**src/rtl/arpr_pkg.sv**
```systemverilog
// Shared types and constants for the ARP request responder.
// No dependencies; used by arpr_ctrl, arpr_dp and arp_request_responder_top.
package arpr_pkg;

    localparam int STORE_DEPTH = 64;
    localparam int ADDR_W      = $clog2(STORE_DEPTH);
    localparam int CNT_W       = ADDR_W + 1;
    localparam int CFG_IDX_W   = 2;
    localparam int MAC_W       = 48;
    localparam int IP_W        = 32;
    localparam int MAC_BYTES   = 6;

    localparam logic [15:0] ETHERTYPE_ARP = 16'h0806;
    localparam logic [15:0] OPER_REQUEST  = 16'h0001;
    localparam logic [15:0] OPER_REPLY    = 16'h0002;

    localparam logic [CNT_W-1:0] MIN_FRAME = CNT_W'(42);

    // Byte offsets in the frame
    localparam logic [CNT_W-1:0] OFF_SRC   = CNT_W'(MAC_BYTES);
    localparam logic [CNT_W-1:0] OFF_ETYPE = CNT_W'(12);
    localparam logic [CNT_W-1:0] OFF_OPER  = CNT_W'(20);
    localparam logic [CNT_W-1:0] OFF_SHA   = CNT_W'(22);
    localparam logic [CNT_W-1:0] OFF_SPA   = CNT_W'(28);
    localparam logic [CNT_W-1:0] OFF_THA   = CNT_W'(32);
    localparam logic [CNT_W-1:0] OFF_TPA   = CNT_W'(38);
    localparam logic [CNT_W-1:0] OFF_END   = CNT_W'(42);

    // Configuration register indexes
    localparam logic [CFG_IDX_W-1:0] REG_OWN_IP  = CFG_IDX_W'(0);
    localparam logic [CFG_IDX_W-1:0] REG_OWN_MAC = CFG_IDX_W'(1);

    typedef struct packed {
        logic store;
        logic clear_frame;
        logic rd_en;
        logic idx_clear;
        logic load_reply;
        logic load_drop;
    } dp_cmd_t;

    typedef struct packed {
        logic match;
        logic idx_last;
        logic out_free;
    } dp_status_t;

endpackage

```
**src/rtl/arpr_ctrl.sv**
```systemverilog
// Controller state machine of the ARP request responder.
// Depends on arpr_pkg; drives arpr_dp through dp_cmd_t and reads dp_status_t.
module arpr_ctrl
(
    input  logic                 clk,
    input  logic                 rst_n,
    input  logic                 in_valid,
    input  logic                 in_last,
    output logic                 in_ready,
    input  arpr_pkg::dp_status_t status,
    output arpr_pkg::dp_cmd_t    cmd
);

    localparam logic [2:0] ST_RECV  = 3'd0;
    localparam logic [2:0] ST_CHECK = 3'd1;
    localparam logic [2:0] ST_REQ   = 3'd2;
    localparam logic [2:0] ST_LOAD  = 3'd3;
    localparam logic [2:0] ST_DROP  = 3'd4;

    logic [2:0] state_reg;
    logic [2:0] state_next;

    always_ff @(posedge clk or negedge rst_n)
    begin
        if (!rst_n)
        begin
            state_reg <= ST_RECV;
        end
        else
        begin
            state_reg <= state_next;
        end
    end

    always_comb
    begin
        state_next = state_reg;
        cmd        = '0;
        in_ready   = 1'b0;
        unique case (state_reg)
            ST_RECV:
            begin
                in_ready  = 1'b1;
                cmd.store = in_valid;
                if (in_valid && in_last)
                begin
                    state_next = ST_CHECK;
                end
            end
            ST_CHECK:
            begin
                if (status.match)
                begin
                    cmd.idx_clear = 1'b1;
                    state_next    = ST_REQ;
                end
                else
                begin
                    state_next = ST_DROP;
                end
            end
            ST_REQ:
            begin
                cmd.rd_en  = 1'b1;
                state_next = ST_LOAD;
            end
            ST_LOAD:
            begin
                if (status.out_free)
                begin
                    cmd.load_reply = 1'b1;
                    if (status.idx_last)
                    begin
                        cmd.clear_frame = 1'b1;
                        state_next      = ST_RECV;
                    end
                    else
                    begin
                        state_next = ST_REQ;
                    end
                end
            end
            ST_DROP:
            begin
                if (status.out_free)
                begin
                    cmd.load_drop   = 1'b1;
                    cmd.clear_frame = 1'b1;
                    state_next      = ST_RECV;
                end
            end
            default:
            begin
                state_next = ST_RECV;
            end
        endcase
    end

    // A buffer read always precedes loading a reply word
    a_load_after_req: assert property (@(posedge clk) disable iff (!rst_n)
        cmd.load_reply |-> $past(state_reg) == ST_REQ || $past(state_reg) == ST_LOAD)
        else $error("reply word loaded without a buffer read");

    // Input is held off for the whole check and reply
    a_no_input_in_reply: assert property (@(posedge clk) disable iff (!rst_n)
        (state_reg == ST_REQ || state_reg == ST_LOAD || state_reg == ST_CHECK) |-> !cmd.store)
        else $error("byte stored outside receive");

endmodule

```
**src/rtl/arpr_dp.sv**
```systemverilog
// Datapath of the ARP request responder: frame buffer, header capture, config
// registers, reply byte rewrite and output register. Depends on arpr_pkg.
module arpr_dp
#(
    parameter int FRAME_BYTES = 64
)
(
    input  logic                                clk,
    input  logic                                rst_n,
    input  arpr_pkg::dp_cmd_t                   cmd,
    output arpr_pkg::dp_status_t                status,
    input  logic [7:0]                          in_byte,
    input  logic                                cfg_we,
    input  logic [arpr_pkg::CFG_IDX_W-1:0]      cfg_index,
    input  logic [arpr_pkg::MAC_W-1:0]          cfg_data,
    output logic                                out_valid,
    input  logic                                out_ready,
    output logic [7:0]                          out_byte,
    output logic                                out_last,
    output logic                                out_drop
);

    logic [7:0] mem [arpr_pkg::STORE_DEPTH];
    logic [7:0] rdata_reg;

    logic [arpr_pkg::CNT_W-1:0]  byte_count_reg;
    logic                        overflow_reg;
    logic [arpr_pkg::ADDR_W-1:0] idx_reg;
    logic [15:0]                 etype_reg;
    logic [15:0]                 oper_reg;
    logic [arpr_pkg::IP_W-1:0]   tpa_reg;
    logic [arpr_pkg::IP_W-1:0]   own_ip_reg;
    logic [arpr_pkg::MAC_W-1:0]  own_mac_reg;

    logic                        out_valid_reg;
    logic                        out_valid_next;
    logic [7:0]                  out_byte_reg;
    logic                        out_last_reg;
    logic                        out_drop_reg;

    logic                        can_store;
    logic [arpr_pkg::CNT_W-1:0]  idx_ext;
    logic [arpr_pkg::ADDR_W-1:0] rd_addr;
    logic [7:0]                  reply_byte;
    logic [2:0]                  mac_k;
    logic [1:0]                  ip_k;

    assign can_store = byte_count_reg < arpr_pkg::CNT_W'(FRAME_BYTES);
    assign idx_ext   = {1'b0, idx_reg};

    // Configuration registers
    always_ff @(posedge clk or negedge rst_n)
    begin
        if (!rst_n)
        begin
            own_ip_reg  <= '0;
            own_mac_reg <= '0;
        end
        else if (cfg_we)
        begin
            if (cfg_index == arpr_pkg::REG_OWN_IP)
            begin
                own_ip_reg <= cfg_data[arpr_pkg::IP_W-1:0];
            end
            else if (cfg_index == arpr_pkg::REG_OWN_MAC)
            begin
                own_mac_reg <= cfg_data;
            end
        end
    end

    // Frame buffer
    always_ff @(posedge clk)
    begin
        if (cmd.store && can_store)
        begin
            mem[byte_count_reg[arpr_pkg::ADDR_W-1:0]] <= in_byte;
        end
        if (cmd.rd_en)
        begin
            rdata_reg <= mem[rd_addr];
        end
    end

    always_ff @(posedge clk or negedge rst_n)
    begin
        if (!rst_n)
        begin
            byte_count_reg <= '0;
            overflow_reg   <= 1'b0;
            idx_reg        <= '0;
        end
        else
        begin
            if (cmd.clear_frame)
            begin
                byte_count_reg <= '0;
                overflow_reg   <= 1'b0;
            end
            else if (cmd.store)
            begin
                if (can_store)
                begin
                    byte_count_reg <= byte_count_reg + arpr_pkg::CNT_W'(1);
                end
                else
                begin
                    overflow_reg <= 1'b1;
                end
            end
            if (cmd.idx_clear)
            begin
                idx_reg <= '0;
            end
            else if (cmd.load_reply)
            begin
                idx_reg <= idx_reg + arpr_pkg::ADDR_W'(1);
            end
        end
    end

    // Header fields captured as they stream in
    always_ff @(posedge clk)
    begin
        if (cmd.store && can_store)
        begin
            if (byte_count_reg == arpr_pkg::OFF_ETYPE)
            begin
                etype_reg[15:8] <= in_byte;
            end
            if (byte_count_reg == arpr_pkg::OFF_ETYPE + arpr_pkg::CNT_W'(1))
            begin
                etype_reg[7:0] <= in_byte;
            end
            if (byte_count_reg == arpr_pkg::OFF_OPER)
            begin
                oper_reg[15:8] <= in_byte;
            end
            if (byte_count_reg == arpr_pkg::OFF_OPER + arpr_pkg::CNT_W'(1))
            begin
                oper_reg[7:0] <= in_byte;
            end
            if (byte_count_reg >= arpr_pkg::OFF_TPA && byte_count_reg < arpr_pkg::OFF_END)
            begin
                tpa_reg <= {tpa_reg[arpr_pkg::IP_W-9:0], in_byte};
            end
        end
    end

    assign status.match    = !overflow_reg
                          && byte_count_reg >= arpr_pkg::MIN_FRAME
                          && etype_reg == arpr_pkg::ETHERTYPE_ARP
                          && oper_reg == arpr_pkg::OPER_REQUEST
                          && tpa_reg == own_ip_reg;
    assign status.idx_last = (idx_ext + arpr_pkg::CNT_W'(1)) == byte_count_reg;
    assign status.out_free = !out_valid_reg || out_ready;

    // Buffer address for reply byte idx
    always_comb
    begin
        if (idx_ext < arpr_pkg::OFF_SRC)
        begin
            rd_addr = idx_reg + arpr_pkg::ADDR_W'(arpr_pkg::MAC_BYTES);
        end
        else if (idx_ext >= arpr_pkg::OFF_THA && idx_ext < arpr_pkg::OFF_END)
        begin
            rd_addr = idx_reg - arpr_pkg::ADDR_W'(arpr_pkg::OFF_THA - arpr_pkg::OFF_SHA);
        end
        else
        begin
            rd_addr = idx_reg;
        end
    end

    always_comb
    begin
        mac_k = 3'(idx_ext - arpr_pkg::OFF_SRC);
        ip_k  = 2'(idx_ext - arpr_pkg::OFF_SPA);
        if (idx_ext >= arpr_pkg::OFF_SHA && idx_ext < arpr_pkg::OFF_SPA)
        begin
            mac_k = 3'(idx_ext - arpr_pkg::OFF_SHA);
        end
        if (idx_ext >= arpr_pkg::OFF_SRC && idx_ext < arpr_pkg::OFF_ETYPE)
        begin
            reply_byte = 8'(own_mac_reg >> {3'd5 - mac_k, 3'b000});
        end
        else if (idx_ext == arpr_pkg::OFF_OPER)
        begin
            reply_byte = arpr_pkg::OPER_REPLY[15:8];
        end
        else if (idx_ext == arpr_pkg::OFF_OPER + arpr_pkg::CNT_W'(1))
        begin
            reply_byte = arpr_pkg::OPER_REPLY[7:0];
        end
        else if (idx_ext >= arpr_pkg::OFF_SHA && idx_ext < arpr_pkg::OFF_SPA)
        begin
            reply_byte = 8'(own_mac_reg >> {3'd5 - mac_k, 3'b000});
        end
        else if (idx_ext >= arpr_pkg::OFF_SPA && idx_ext < arpr_pkg::OFF_THA)
        begin
            reply_byte = 8'(own_ip_reg >> {2'd3 - ip_k, 3'b000});
        end
        else
        begin
            reply_byte = rdata_reg;
        end
    end

    // Output register
    always_comb
    begin
        out_valid_next = out_valid_reg;
        if (cmd.load_reply || cmd.load_drop)
        begin
            out_valid_next = 1'b1;
        end
        else if (out_ready)
        begin
            out_valid_next = 1'b0;
        end
    end

    always_ff @(posedge clk or negedge rst_n)
    begin
        if (!rst_n)
        begin
            out_valid_reg <= 1'b0;
        end
        else
        begin
            out_valid_reg <= out_valid_next;
        end
    end

    always_ff @(posedge clk)
    begin
        if (cmd.load_reply)
        begin
            out_byte_reg <= reply_byte;
            out_last_reg <= status.idx_last;
            out_drop_reg <= 1'b0;
        end
        else if (cmd.load_drop)
        begin
            out_byte_reg <= 8'h00;
            out_last_reg <= 1'b1;
            out_drop_reg <= 1'b1;
        end
    end

    assign out_valid = out_valid_reg;
    assign out_byte  = out_byte_reg;
    assign out_last  = out_last_reg;
    assign out_drop  = out_drop_reg;

    a_load_into_free: assert property (@(posedge clk) disable iff (!rst_n)
        (cmd.load_reply || cmd.load_drop) |-> status.out_free)
        else $error("output word overwritten before taken");

    a_count_bound: assert property (@(posedge clk) disable iff (!rst_n)
        byte_count_reg <= arpr_pkg::CNT_W'(FRAME_BYTES))
        else $error("byte count beyond buffer limit");

    a_one_load: assert property (@(posedge clk) disable iff (!rst_n)
        !(cmd.load_reply && cmd.load_drop))
        else $error("reply and drop loaded together");

endmodule

```
**src/rtl/arp_request_responder_top.sv**
```systemverilog
// Top level of the ARP request responder: streaming ports and config port.
// Depends on arpr_pkg, arpr_ctrl and arpr_dp.
// Bytes are taken one per cycle while receiving; then the frame is checked and a drop
// word is loaded, or each reply word is read, then loaded once the output is free.
// Input is held off from the last byte until the final result is loaded.
// Reset (rst_n low, asynchronous) clears control state and config; buffer is not cleared.
module arp_request_responder_top
#(
    parameter int FRAME_BYTES = 64
)
(
    input  logic                           clk,
    input  logic                           rst_n,
    input  logic                           s_axis_tvalid,
    output logic                           s_axis_tready,
    input  logic [7:0]                     s_axis_tdata,   // [7:0] in_byte
    input  logic                           s_axis_tlast,
    output logic                           m_axis_tvalid,
    input  logic                           m_axis_tready,
    output logic [7:0]                     m_axis_tdata,   // [7:0] out_byte
    output logic                           m_axis_tlast,
    output logic [0:0]                     m_axis_tuser,   // [0] out_drop
    input  logic                           cfg_valid,
    output logic                           cfg_ready,
    input  logic [arpr_pkg::CFG_IDX_W-1:0] cfg_index,
    input  logic [arpr_pkg::MAC_W-1:0]     cfg_data
);

    arpr_pkg::dp_cmd_t    cmd;
    arpr_pkg::dp_status_t status;
    logic                 out_drop;

    assign cfg_ready       = 1'b1;
    assign m_axis_tuser[0] = out_drop;

    arpr_ctrl u_ctrl
    (
        .clk      (clk),
        .rst_n    (rst_n),
        .in_valid (s_axis_tvalid),
        .in_last  (s_axis_tlast),
        .in_ready (s_axis_tready),
        .status   (status),
        .cmd      (cmd)
    );

    arpr_dp
    #(
        .FRAME_BYTES (FRAME_BYTES)
    )
    u_dp
    (
        .clk       (clk),
        .rst_n     (rst_n),
        .cmd       (cmd),
        .status    (status),
        .in_byte   (s_axis_tdata),
        .cfg_we    (cfg_valid && cfg_ready),
        .cfg_index (cfg_index),
        .cfg_data  (cfg_data),
        .out_valid (m_axis_tvalid),
        .out_ready (m_axis_tready),
        .out_byte  (m_axis_tdata),
        .out_last  (m_axis_tlast),
        .out_drop  (out_drop)
    );

endmodule
```
**config.mk**
```make
export PLATFORM = sky130hd
export DESIGN_NAME = arp_request_responder_top
export DESIGN_NICKNAME = d
export VERILOG_FILES = /design/src/rtl/arpr_pkg.sv /design/src/rtl/arpr_ctrl.sv /design/src/rtl/arpr_dp.sv /design/src/rtl/arp_request_responder_top.sv
export SDC_FILE = /design/constraint.sdc
export NUM_CORES = 1
export LEC_CHECK = 0
export BUFFER_PORTS_ARGS = -buffer_cell sky130_fd_sc_hd__buf_2
export CORE_MARGIN = 2
export CORE_UTILIZATION = 50
export DETAILED_ROUTE_END_ITERATION = 6
export PLACE_DENSITY = 0.72
export SYNTH_ARGS = -nofsm -noshare
export SYNTH_HDL_FRONTEND = slang
export SYNTH_SLANG_ARGS = --single-unit
```
**constraint.sdc**
```tcl
create_clock -name clk -period 6.4 [get_ports clk]
set_clock_uncertainty 0.1 [all_clocks]
set_input_delay 0.64 -clock clk [delete_from_list [all_inputs] [get_ports clk]]
set_output_delay 0.64 -clock clk [all_outputs]
set_load 0.01 [all_outputs]
```
==> results by group, run 1 <==
Status
  • Outcome: finished, final reports clean

Timing
  • Final hold violation count: 0
  • Post-Route Setup TNS: 0 ns
  • WHS: 0.165 ns
  • Slew HR: 13.3%
  • Worst slew pin tran: 1.30 ns
  • Final Max Tran Viols: 0
  • Fmax: 224 MHz
  • Fin crit share: 69.8%
  • RSZ-0062 raised after global routing: false
  • Fin crit period: 4.47 ns
  • # setup viols final: 0

Finish
  • Nets: 1,782
  • Antenna Cells: 0
  • Max reg flops: 464
  • FF+latch area: 0.0188 mm2
  • Commonest non-fill, non-tap cell in the layout: edfxtp_1
  • Area of the multi-input gates: 0.00737 mm2
  • Fill cell count: 3,956
  • Most frequent cells in the layout: 545 x edfxtp_1, 122 x nor2_1, 97 x dfrtp_1
  • Share of cells above drive strength 1: 22.5%
  • Final non-filler cell area: 0.0299 mm2
  • Area growth syn-to-layout: 12.1%

Drt
  • First-iteration detailed-routing DRC count: 2,020
  • Vias: 15,500
  • Post-route ant nets: 0
  • Vias per std cell: 6.30
  • WL/cell: 26.3 um
  • 1st-pass router iterations: 6
  • DRC errors left: 0
  • Post-Route WL: 64.6 mm

Die
  • Core area: 0.0527 mm2
  • Std cell rows: 84
  • Die span in x: 235 um
  • Initial Util: 50.7%
  • Die area: 0.0553 mm2
  • Io pins: 77
  • Die Y: 235 um

Placed design
  • PortBufs: 75
  • Final GP Congestion: 0.923
  • Placed inst area: 0.0277 mm2
  • Detailed Place HPWL: 40.3 mm

Clock network
  • Worst-path clk slew: 0.06 ns
  • Root Driver: clkbuf_16
  • CTS tree: built
  • Post CTS Setup Buffer Count: 0
  • CTS Buf Count: 69
  • Post-CTS Resized: 0
  • H-Tree Depth: 3
  • Hold_buf cts: 1
  • Clock latency on the worst-skew pair: 0.62 ns
  • CTS sink cnt: 644
  • CTS max path bufs: 3

Synth
  • Mapped Area: 0.0267 mm2
  • Synthesized Nets: 1,700
  • Synth unique cells: 79
  • Synth top area cells: edfxtp_1 61%, dfrtp_1 9.2%, mux4_2 6.5%, mux2_2 4.0%, nor2_1 1.7%
  • Sequential area share after synthesis: 70.5%
  • Syn Area/Cell: 16.4 um2
  • Cells after synthesis: 1,628
  • Synth top area share: 61.3%
  • Synthesized flop and latch total: 644
  • Async S/R FF share, synth: 15.2%
  • Yosys Warn Count: 0
  • Number of flops mapped to enable cells by yosys: 545
  • Primary FF master, synth: edfxtp_1
  • Synth area leader: edfxtp_1

Worst setup path
  • CP max stage delay: 0.85 ns
  • Startpoint type of the worst setup path: flop
  • Crit path max-delay family: compound AO/OA/AOI/OAI gates
  • CP Class: reg -> reg
  • Worst-path cell chain: buf_4 -> inv_1 -> ha_1 -> a211o_1 -> nand2_8 -> mux4_2 -> o22ai_1 -> a2111oi_0 -> o221a_1
  • WP data required: 6.79 ns
  • Arr. time, crit path: 4.86 ns
  • WP buf/inv: 2
  • CP max-delay cell: a2111oi_0
  • Crit. End Element: flop
  • R2r setup slk: 1.93 ns
  • Worst-path fanout max: 58

Run
  • Max-cap violations: 0

GRT
  • First-pass GRT wire length: 97.5 mm
  • Largest net degree at the start of global routing: 73
  • All-Layer GR Usage: 23.4%
  • Initial antenna violation count: 0
  • Vias in the first global route: 15,100
  • Total global routing overflow: 0

Min path
  • Worst hold path type: in -> reg

Power
  • Power density over cell area: 312 mW/mm2
  • Maximum vdd drop: 0.185 mV
  • Leak: 9.80 nW
[worst paths after layout]
check                      cells after the start              endpoint        startpoint
max                                            9     u_dp.rdata_reg[0]   u_dp.idx_reg[1]
min                                            2  u_dp.own_mac_reg[35]      cfg_data[35]
max reg2reg                                    9     u_dp.rdata_reg[0]   u_dp.idx_reg[1]
min reg2reg                                    0      u_dp.tpa_reg[25]  u_dp.tpa_reg[17]
max in group asynchronous                      3       u_dp.idx_reg[0]             rst_n
min in group asynchronous                      2  u_dp.own_mac_reg[11]             rst_n
[synthesized netlist by cell type, types with 9 or more instances]
master,number
a2111oi_0,13
a32o_1,11
dfrtp_1,98
mux4_2,77
nand2b_1,15
nor2_1,122
buf_4,16
nor3_1,13
o21ai_0,43
xnor2_1,44
mux2i_1,39
clkbuf_1,30
nor2b_1,12
inv_1,10
mux2_2,96
nand3_1,77
a221o_1,12
nand4_1,21
a211oi_1,13
o22ai_1,24
buf_2,29
a21oi_1,32
edfxtp_1,545
nor4_1,9
nand2_1,68
[per-stage QoR]
| stage | setup slack, ns | util (%) | instances | total power, W |
|---|---|---|---|---|
| after floorplan | 1.26 | - | 1628 | 0.00519 |
| after global placement | 2.18 | 52.5 | 2326 | 0.00542 |
| after detailed placement | 2.06 | 52.5 | 2326 | 0.00544 |
| after CTS | 2.08 | 56.9 | 2454 | 0.00939 |
| after global routing | 1.71 | 56.9 | 2454 | 0.00962 |
| final | 1.93 | 56.9 | 2454 | 0.00935 |
[power by group]
group	switching, W	total, W	internal, W
Clock	0.00165	0.00399	0.00234
Sequential	0.000142	0.00486	0.00472
Combinational	0.000301	0.000504	0.000203
[worst reg2reg max path: stages, from the launching register on]
cell       delay, ns
dfrtp_1         0.32
buf_4           0.39
inv_1           0.22
ha_1            0.83
a211o_1         0.51
nand2_8         0.39
mux4_2          0.39
o22ai_1         0.08
a2111oi_0       0.85
o221a_1         0.30
[area by class of cell]
| type | instances | area share, % |
|---|---|---|
| multi-input combinational | 887 | 24.6 |
| tap | 688 | 2.88 |
| inverter | 10 | 0.125 |
| timing repair buffer | 98 | 1.85 |
| sequential | 644 | 62.9 |
| clock inverter | 45 | 1.63 |
| clock buffer | 82 | 5.96 |
[layer usage]
layer	vias up	wire [um]	global-route usage [%]
met2	937	30100	36.0
met3	140	6250	4.89
met1	7760	26200	33.3
li1	6627	-	-
met5	-	0	0
met4	0	2140	8.63
[cells by family after synthesis]
family / after synthesis / synth area share [%]
and+or+nand+nor: 386 / 7.23
buffers and inverters: 97 / 1.92
AOI/OAI and AO/OA: 230 / 6.29
other: 1 / 0.0140
adders and majority gates: 8 / 0.375
xor gates and xnor gates: 50 / 1.64
muxes: 212 / 12.0
DFF: 644 / 70.5
No activity file was read; power rests on OpenSTA's default activity.
==> inputs of run 2 (changes only) <==
- clock period: 6.4 -> 4.3 ns (I/O delays scaled with it)
==> results by group, run 2 (same netlist as run 1, synthesis figures left out) <==
Clock network
  • Worst-path clk slew: 0.07 ns (about the same)
  • CTS Buf Count: 66 (-4.3%)
  • Post CTS Setup Buffer Count: 0 (unchanged)
  • Root Driver: clkbuf_16
  • Post-CTS Resized: 0 (unchanged)
  • Clock latency on the worst-skew pair: 0.61 ns (about the same)
  • CTS tree: built
  • CTS max path bufs: 3 (unchanged)
  • H-Tree Depth: 3 (unchanged)
  • Hold_buf cts: 45 (+44)
  • CTS sink cnt: 644 (unchanged)

Min path
  • Worst hold stages: 2 (unchanged)
  • Worst hold path type: in -> reg
  • Hold path endpoint: u_dp.own_ip_reg[29]
  • Hold Startpoint: cfg_data[29]

Worst setup path
  • CP Class: reg -> reg
  • WP buf/inv: 3 (+1)
  • Crit path launch: u_dp.idx_reg[2]
  • CP max stage delay: 0.73 ns (-0.12 ns)
  • Arr. time, crit path: 4.26 ns (-0.60 ns)
  • Worst-path cell chain: inv_1 -> ha_1 -> buf_4 -> a211oi_2 -> nor3_1 -> buf_4 -> and2_1 -> a32o_1 -> nor4_1 -> o2111a_1
  • RR Endpoint: u_dp.rdata_reg[7]
  • R2r setup slk: 0.41 ns (-1.52 ns)
  • Worst-path fanout max: 18 (-69%)
  • Startpoint type of the worst setup path: flop
  • CP max-delay cell: nor4_1
  • R2R cell count: 10 (+1)
  • Crit path max-delay family: simple AND/OR/NAND/NOR gates
  • Critical path depth in cells: 10 (+1)
  • R2r startpoint: u_dp.idx_reg[2]
  • WP data required: 4.67 ns (-2.12 ns)
  • Crit. End Element: flop
  • Most frequent CP cell: buf_4

Placed design
  • Final GP Congestion: 1.01 (+9.6%)
  • Detailed Place HPWL: 42.9 mm (+6.5%)
  • PortBufs: 75 (unchanged)

Timing
  • Slew HR: 8.21% (-5.1 points)
  • RSZ-0062 raised after global routing: false
  • Fin crit share: 90.5% (+21 points)
  • Final Max Tran Viols: 0 (unchanged)
  • # setup viols final: 0 (unchanged)
  • Worst slew pin tran: 1.38 ns (+0.0770 ns)
  • Final hold violation count: 0 (unchanged)
  • Fin crit period: 3.89 ns (-0.578 ns)
  • Post-Route Setup TNS: 0 ns (unchanged)
  • Fmax: 257 MHz (+15%)

Drt
  • WL/cell: 26.6 um (+0.95%)
  • First-iteration detailed-routing DRC count: 2,026 (+0.30%)
  • Vias: 15,900 (+2.6%)
  • Vias per std cell: 6.25 (-0.80%)
  • Post-Route WL: 67.5 mm (+4.4%)
  • Post-route ant nets: 0 (unchanged)
  • DRC errors left: 0 (unchanged)
  • 1st-pass router iterations: 5 (-1)

Status
  • Outcome: finished, final reports clean

Finish
  • Antenna Cells: 0 (unchanged)
  • Nets: 1,872 (+5.1%)
  • Commonest non-fill, non-tap cell in the layout: edfxtp_1
  • Max reg flops: 464 (unchanged)
  • Most frequent cells in the layout: 545 x edfxtp_1, 122 x nor2_1, 97 x dfrtp_1
  • Share of cells above drive strength 1: 23.4% (+0.91 points)
  • Area growth syn-to-layout: 14.6%

GRT
  • First-pass GRT wire length: 101 mm (+3.7%)
  • All-Layer GR Usage: 24.5% (+1.0 points)
  • GR Util met3: 5.17% (+0.28 points)
  • Initial antenna violation count: 2 (+2)
  • Vias in the first global route: 15,700 (+3.6%)
  • Global routing met1 resource utilization: 34.6% (+1.2 points)
  • GR peak layer: met2
  • Met2 usage: 37.2% (+1.2 points)
  • Largest net degree at the start of global routing: 76 (+4.1%)
  • Total global routing overflow: 0 (unchanged)

Die
  • Die area: 0.0553 mm2 (unchanged)
  • Io pins: 77 (unchanged)
  • Die span in x: 235 um (unchanged)
  • Core area: 0.0527 mm2 (unchanged)
  • Initial Util: 50.7% (unchanged)
  • Die Y: 235 um (unchanged)
  • Std cell rows: 84 (unchanged)

Power
  • Leak: 10.2 nW (+3.6%)
  • Total power: 0.0135 W (+45%)
  • Power density over cell area: 442 mW/mm2 (+42%)
  • Maximum vdd drop: 0.261 mV (+41%)

Run
  • Max-cap violations: 0 (unchanged)
[run 2: cell count changes in the layout (fill, tap and decap cells not counted), sizes merged]
cell         previous run  this run
bufinv                  8         3
inv                    15        12
dlygate4sd3             1        45
buf                    97       146
clkinv                 30        28
clkbuf                 82        85
clkinvlp                2         1
[run 2: how the worst max path moves through the flow]
stage               slack [ns]                 to
global placement          0.65  u_dp.rdata_reg[1]
detailed placement        0.57  u_dp.rdata_reg[0]
finish                    0.41  u_dp.rdata_reg[7]
floorplan                 0.77    u_dp.tpa_reg[0]
global route              0.23  u_dp.rdata_reg[0]
CTS                       0.53  u_dp.rdata_reg[0]
[run 2: area by class of cell]
type                       count  area [um2]
fill                        3876       22100
sequential                   644       18800
multi-input combinational    887        7380
clock buffer                  85        1790
timing repair buffer         191        1410
tap                          688         861
clock inverter                34         284
inverter                      10        37.5
[run 2: power by group]
part,switching [W],internal [W]
logic,0.000476,0.000340
registers,0.000200,0.00702
clock network,0.00236,0.00314
[run 2: through the flow]
stage                     hold WS [ns]  util (%)  setup slack (ns)  instance area (um2)  cells
after global routing            0.0154      58.1             0.228                30600   2539
after global placement           0.352      53.3             0.645                28100   2375
after floorplan                 0.0344         -             0.766                26700   1628
final                           0.0372      58.1             0.408                30600   2539
after CTS                      0.00193      58.1             0.526                30600   2539
after detailed placement         0.358      53.3             0.573                28100   2375
[run 2: layer usage]
metal	vias up	wire length (um)
met5	-	27
met4	4	2600
met3	160	6160
met2	869	31200
met1	8039	27500
li1	6799	-
[run 2: worst reg2reg max path, stage by stage (launching register included)]
cell and delay, ns:
dfrtp_1 0.64, inv_1 0.23, ha_1 0.35, buf_4 0.22
a211oi_2 0.48, nor3_1 0.09, buf_4 0.20, and2_1 0.19
a32o_1 0.22, nor4_1 0.73, o2111a_1 0.30
